### src/hdl/bitmap_frame_allocator_top_defines.svh
// ----------------------------------------------------------------------------
// Frame allocator assertion macros
// Shared property forms for the checks at the end of the top level.
// ----------------------------------------------------------------------------
`ifndef BITMAP_FRAME_ALLOCATOR_TOP_DEFINES_SVH
`define BITMAP_FRAME_ALLOCATOR_TOP_DEFINES_SVH

// same-cycle implication, clocked on clk_i, off during reset
`define BFA_ASSERT_HOLDS(lbl, ante, cons, msg) \
  lbl: assert property (@(posedge clk_i) disable iff (!rst_ni) (ante) |-> (cons)) \
    else $error(msg);

// next-cycle implication, clocked on clk_i, off during reset
`define BFA_ASSERT_NEXT(lbl, ante, cons, msg) \
  lbl: assert property (@(posedge clk_i) disable iff (!rst_ni) (ante) |=> (cons)) \
    else $error(msg);

`endif

### src/hdl/bfa_pkg.sv
// ----------------------------------------------------------------------------
// Frame allocator package
// Field widths, request and status codes, datapath types and map word helpers.
// ----------------------------------------------------------------------------
`default_nettype none

package bfa_pkg;

  localparam int unsigned FIELD_W = 48;
  localparam int unsigned CNT_W   = 17;
  localparam int unsigned ALU_W   = FIELD_W + 1;
  localparam int unsigned WORD_W  = 32;
  localparam int unsigned WORD_SH = 5;
  localparam int unsigned CFG_IDX_W = 1;

  localparam int unsigned MAX_FRAMES_DEF   = 65536;
  localparam int unsigned PAGE_BYTES_DEF   = 4096;
  localparam int unsigned ADDRESS_BITS_DEF = 48;

  localparam logic [CNT_W-1:0] LIMIT_RST = CNT_W'(65536);

  typedef enum logic [1:0] {
    REQ_ALLOC   = 2'd0,
    REQ_FREE    = 2'd1,
    REQ_FREE_RG = 2'd2,
    REQ_RSV_RG  = 2'd3
  } req_e;

  typedef enum logic [1:0] {
    ST_OK    = 2'd0,
    ST_OOM   = 2'd1,
    ST_RANGE = 2'd2
  } status_e;

  typedef enum logic [CFG_IDX_W-1:0] {
    CFG_BASE  = 1'b0,
    CFG_LIMIT = 1'b1
  } cfg_e;

  typedef struct packed {
    logic sub;
  } alu_ctl_t;

  typedef struct packed {
    logic [ALU_W-1:0] sum;
    logic             carry;
  } alu_res_t;

  function automatic logic [WORD_SH:0] pop_word(input logic [WORD_W-1:0] w);
    logic [WORD_SH:0] n;
    n = '0;
    for (int i = 0; i < WORD_W; i++) begin
      n = n + (WORD_SH+1)'(w[i]);
    end
    return n;
  endfunction

  function automatic logic [WORD_SH-1:0] low_bit(input logic [WORD_W-1:0] w);
    logic [WORD_SH-1:0] idx;
    idx = '0;
    for (int i = WORD_W - 1; i >= 0; i--) begin
      if (w[i]) begin
        idx = WORD_SH'(i);
      end
    end
    return idx;
  endfunction

  function automatic logic [WORD_W-1:0] rng_mask(input logic [WORD_SH-1:0] lo,
                                                 input logic [WORD_SH:0]   hi);
    logic [WORD_W-1:0] m;
    for (int i = 0; i < WORD_W; i++) begin
      m[i] = ((WORD_SH+1)'(i) >= {1'b0, lo}) && ((WORD_SH+1)'(i) < hi);
    end
    return m;
  endfunction

endpackage

`default_nettype wire

### src/hdl/bfa_alu.sv
// ----------------------------------------------------------------------------
// Frame allocator shared adder
// One wide add/subtract unit with carry out, time-shared by the sequencer.
// ----------------------------------------------------------------------------
`default_nettype none

module bfa_alu (
  input  bfa_pkg::alu_ctl_t           ctl_i,
  input  logic [bfa_pkg::ALU_W-1:0]   a_i,
  input  logic [bfa_pkg::ALU_W-1:0]   b_i,
  output bfa_pkg::alu_res_t           res_o
);
  import bfa_pkg::*;

  logic [ALU_W-1:0] b_op;
  logic [ALU_W:0]   total;

  assign b_op  = ctl_i.sub ? ~b_i : b_i;
  assign total = {1'b0, a_i} + {1'b0, b_op} + (ALU_W+1)'(ctl_i.sub);

  assign res_o.sum   = total[ALU_W-1:0];
  assign res_o.carry = total[ALU_W];

endmodule

`default_nettype wire

### config.mk
export PLATFORM = sky130hd
export DESIGN_NAME = bfa_alu
export DESIGN_NICKNAME = d
export VERILOG_FILES = /design/src/hdl/bitmap_frame_allocator_top_defines.svh /design/src/hdl/bfa_pkg.sv /design/src/hdl/bfa_alu.sv
export SDC_FILE = /design/constraint.sdc
export NUM_CORES = 1
export LEC_CHECK = 0
export BUFFER_PORTS_ARGS = -buffer_cell sky130_fd_sc_hd__buf_2
export CAP_MARGIN = 15
export CORE_AREA = 2 2 85 87
export DETAILED_ROUTE_END_ITERATION = 10
export DIE_AREA = 0 0 87 89
export PLACE_DENSITY = 0.89
export SLEW_MARGIN = 30
export SYNTH_ARGS = -nofsm -noshare
export SYNTH_HDL_FRONTEND = slang
export SYNTH_SLANG_ARGS = --single-unit
export TNS_END_PERCENT = 100
### constraint.sdc
create_clock -name vclk -period 3.8
set_input_delay 0.19 -clock vclk [all_inputs]
set_output_delay 0.19 -clock vclk [all_outputs]
set_load 0.03 [all_outputs]
Yosys cells after proc, flatten, opt, wreduce, memory -nomap -nowiden. Cells that the tools add are included.

Register bits: 0. Latch bits: 0. Memory bits (writable): 0. Memory bits (read-only): 0. Input port bits: 99. Output and inout port bits: 50. Memories kept: 0.

Add/subtract/negate cells: 2. Multiply operators: 0. Div/mod/pow operators: 0. Magnitude comparators: 0. Equality and inequality tests: 0. Shift operators: 0. Muxes and demuxes: 1. Bitwise gates (word level): 1. Reductions and logical operators: 0.

Operators by type and width (number): adder 49 x 49 -> 50 bit (1); adder 50 x 1 -> 50 bit (1); 2-to-1 mux 49 bit (1); NOT 49 bit (1).

Longest topological paths before layout.
Depth after elaboration: 4. Gate-level depth with buffers: 15.

Worst setup path before layout. OpenSTA, ideal clock, no wires.

Path kind: input-to-output. From: input ctl_i. To: output res_o[47] in the netlist's numbering. Arrival: 3.581 ns. Setup slack: 0.029 ns. Stages on the path: 14. Cell sequence: clkbuf_1 clkbuf_1 clkbuf_1 xor2_1 ha_1 nand4_2 nor2_1 nand2_1 a2111oi_4 o2111ai_2 a21oi_2 o21bai_2 o21ai_1 xor2_1.

RTL lines: from (decl) (line bfa_alu.sv:8) `input bfa_pkg::alu_ctl_t ctl_i,`; to (decl) (line bfa_alu.sv:11) `output bfa_pkg::alu_res_t res_o`.

==> impl_metrics.env <==
export IMPL_rsz0062_at_grt="no"
export IMPL_vias=4000
export IMPL_fmax_mhz=284
export IMPL_max_slew_margin_pct=68.5
export IMPL_synth_top_area_cell="ha_1"
export IMPL_n_clock_buffer=0
export IMPL_switchingPower_mw=0.962
export IMPL_sw_frac_of_total_pct=65.7
export IMPL_routedWlPerCell_um=14.9
export IMPL_required_ns=3.61
export IMPL_area_growth_pct=24.0
export IMPL_grt_pass1_vias=3790
export IMPL_crit_path_cell_trace="buf_2 > buf_12 > xor2_1 > ha_1 > inv_1 > o31ai_1 > a22oi_1 > and2_1 > o21ai_0 > a21oi_1 > o31ai_1 > a21oi_1 > xnor2_1 > buf_2"
export IMPL_final_cell_mix="buf_2, xor2_1, a21oi_1, ha_1, nand2_1"
export IMPL_drt_iter0_drc=215
export IMPL_ant_nets=0
export IMPL_fin_nets=767
export IMPL_synthCells=478
export IMPL_synth_yosys_seq_area_share_pct=0
export IMPL_dp_cells=692
export IMPL_utilization_pct=62.3
export IMPL_drtPass1Iterations=4
export IMPL_port_buffers=149
export IMPL_placementRows=30
export IMPL_min_period_ns=3.52
export IMPL_postCtsResizedCells=0
export IMPL_io_pins=149
export IMPL_ir_worst_vdd_mv=0.184
export IMPL_gp_congestion=0.912
export IMPL_crit_type="in -> out"
export IMPL_fp_coreArea_mm2=0.00672
export IMPL_cts_setup_buffers=0
export IMPL_fin_crit_sh_pct=92.8
export IMPL_track_usage_pct=25.5
export IMPL_crit_fanout=20
export IMPL_hold_violations=0
export IMPL_wl_um=10300
export IMPL_stdcell_count=692
export IMPL_drive_gt1_share_pct=28.3
export IMPL_cp_slowest_stage_delay_ns=0.43
export IMPL_synth_nets=631
export IMPL_route_detailed_drc=0
export IMPL_powerDensity_mw_per_mm2=350
export IMPL_overflow=0
export IMPL_crit_slowest_cell="o31ai_1"
export IMPL_synthTopCellsByArea="ha_1, xor2_1, a21oi_1"
export IMPL_diodes=0
export IMPL_die_area_mm2=0.00774
export IMPL_synth_distinct_cells=58
export IMPL_cts_hold_buffers=0
export IMPL_grt_max_degree=21
export IMPL_die_w_um=87
export IMPL_syn_area_mm2=0.00338
export IMPL_die_h_um=89
export IMPL_p_int_mw=0.502
export IMPL_synth_avg_cell_area_um2=7.07
export IMPL_seq_power_share_pct=0
export IMPL_fin_setup_tns_ns=0
export IMPL_holdPathStages=3
export IMPL_setup_viol=0
export IMPL_p_leak_nw=2.12
export IMPL_power_frac_clock_pct=0
export IMPL_antenna_found_initial=0
export IMPL_cp_start_kind="primary input"
export IMPL_initial_core_util_pct=50.3
export IMPL_slew_viol_final=0
export IMPL_grt_pass1_wl_um=16600
export IMPL_hp_class="in -> out"
export IMPL_arrival_ns=3.33
export IMPL_status="completed"
export IMPL_yosys_warnings=0
export IMPL_seq_cells=0
export IMPL_synth_top_area_share_pct=19.6
export IMPL_post_place_ws_ns=0.287
export IMPL_post_drt_via_cell_ratio=5.78
export IMPL_cap_violations=0
export IMPL_finalWorstSetupSlack_ns=0.275
export IMPL_combPwrFrac_pct=100.0
export IMPL_dp_hpwl_um=8900
export IMPL_final_common_cell="buf_2"
export IMPL_seqCellArea_um2=0
export IMPL_tightest_slew_ns=0.468
export IMPL_crit_path_end_kind="output pin"
[logic make-up (layout without fill, tap and decap cells)]
group | after synthesis | count (layout) | share of synthesized area, %
AO/OA/AOI/OAI | 159 | 159 | 32.3
XOR/XNOR | 93 | 93 | 24.1
adder cells (fa/ha/maj) | 54 | 54 | 20.2
buffers and inverters | 33 | 167 | 3.89
multiplexers | 2 | 2 | 0.630
AND/OR/NAND/NOR | 137 | 137 | 18.9
[synth_stat cells, drive strengths merged (2+ instances only)]
cell type and instances:
xor2 70, a21oi 55, ha 53, nand2 50, nor2 34, o21ai 26, a21o 24, xnor2 23
inv 14, nand4 13, clkbuf 12, nand3 10, o21bai 10, nor3 9, o211ai 8, and3 7
buf 7, nor2b 5, o21a 5, a211oi 4, a31oi 3, o2111ai 3, o22ai 3, a2111oi 2
nand2b 2, nor4 2, o221a 2, o31a 2, o31ai 2, or3 2
[metrics by stage]
step,total power [mW],hold WS [ns],instance area (µm²)
2_1_floorplan,1.07,0.552,3380
3_3_place_gp,1.43,0.701,4190
3_5_place_dp,1.45,0.704,4190
4_1_cts,1.45,0.706,4190
5_1_grt,1.58,0.729,4190
6_report,1.46,0.707,4190
[cell type report]
class / instances / area [µm²]
fill: 607 / 2530
inverter: 14 / 52.6
multi-input combinational: 445 / 3250
tap: 80 / 100
timing repair buffer: 153 / 788
[power by group through the flow]
stage	clock (mW)	combinational (mW)	sequential (mW)
after floorplan	0	1.07	0
after global placement	0	1.43	0
after detailed placement	0	1.45	0
after CTS	0	1.45	0
after global routing	0	1.58	0
final	0	1.46	0
[layer usage]
metal / share of wire [%] / up-vias / global-route usage [%]
met3: 6.8 / 20 / 1.11
met4: 1.6 / 0 / 4.55
li1: - / 2002 / -
met5: 0 / - / 0
met2: 47 / 164 / 45.1
met1: 45 / 1814 / 34.7
[path summary, 6_finish.rpt]
path / startpoint / to / slack, ns
max: ctl_i / res_o[34] / 0.28
min: b_i[0] / res_o[1] / 0.71
[worst max-delay path: cells and delay by family]
family	cells	cell delay, ns
adder cells (fa/ha/maj)	1	0.41
AO/OA/AOI/OAI	6	1.47
AND/OR/NAND/NOR	1	0.20
XOR/XNOR	2	0.35
buffers and inverters	4	0.70
(Power assumes the default switching activity.)
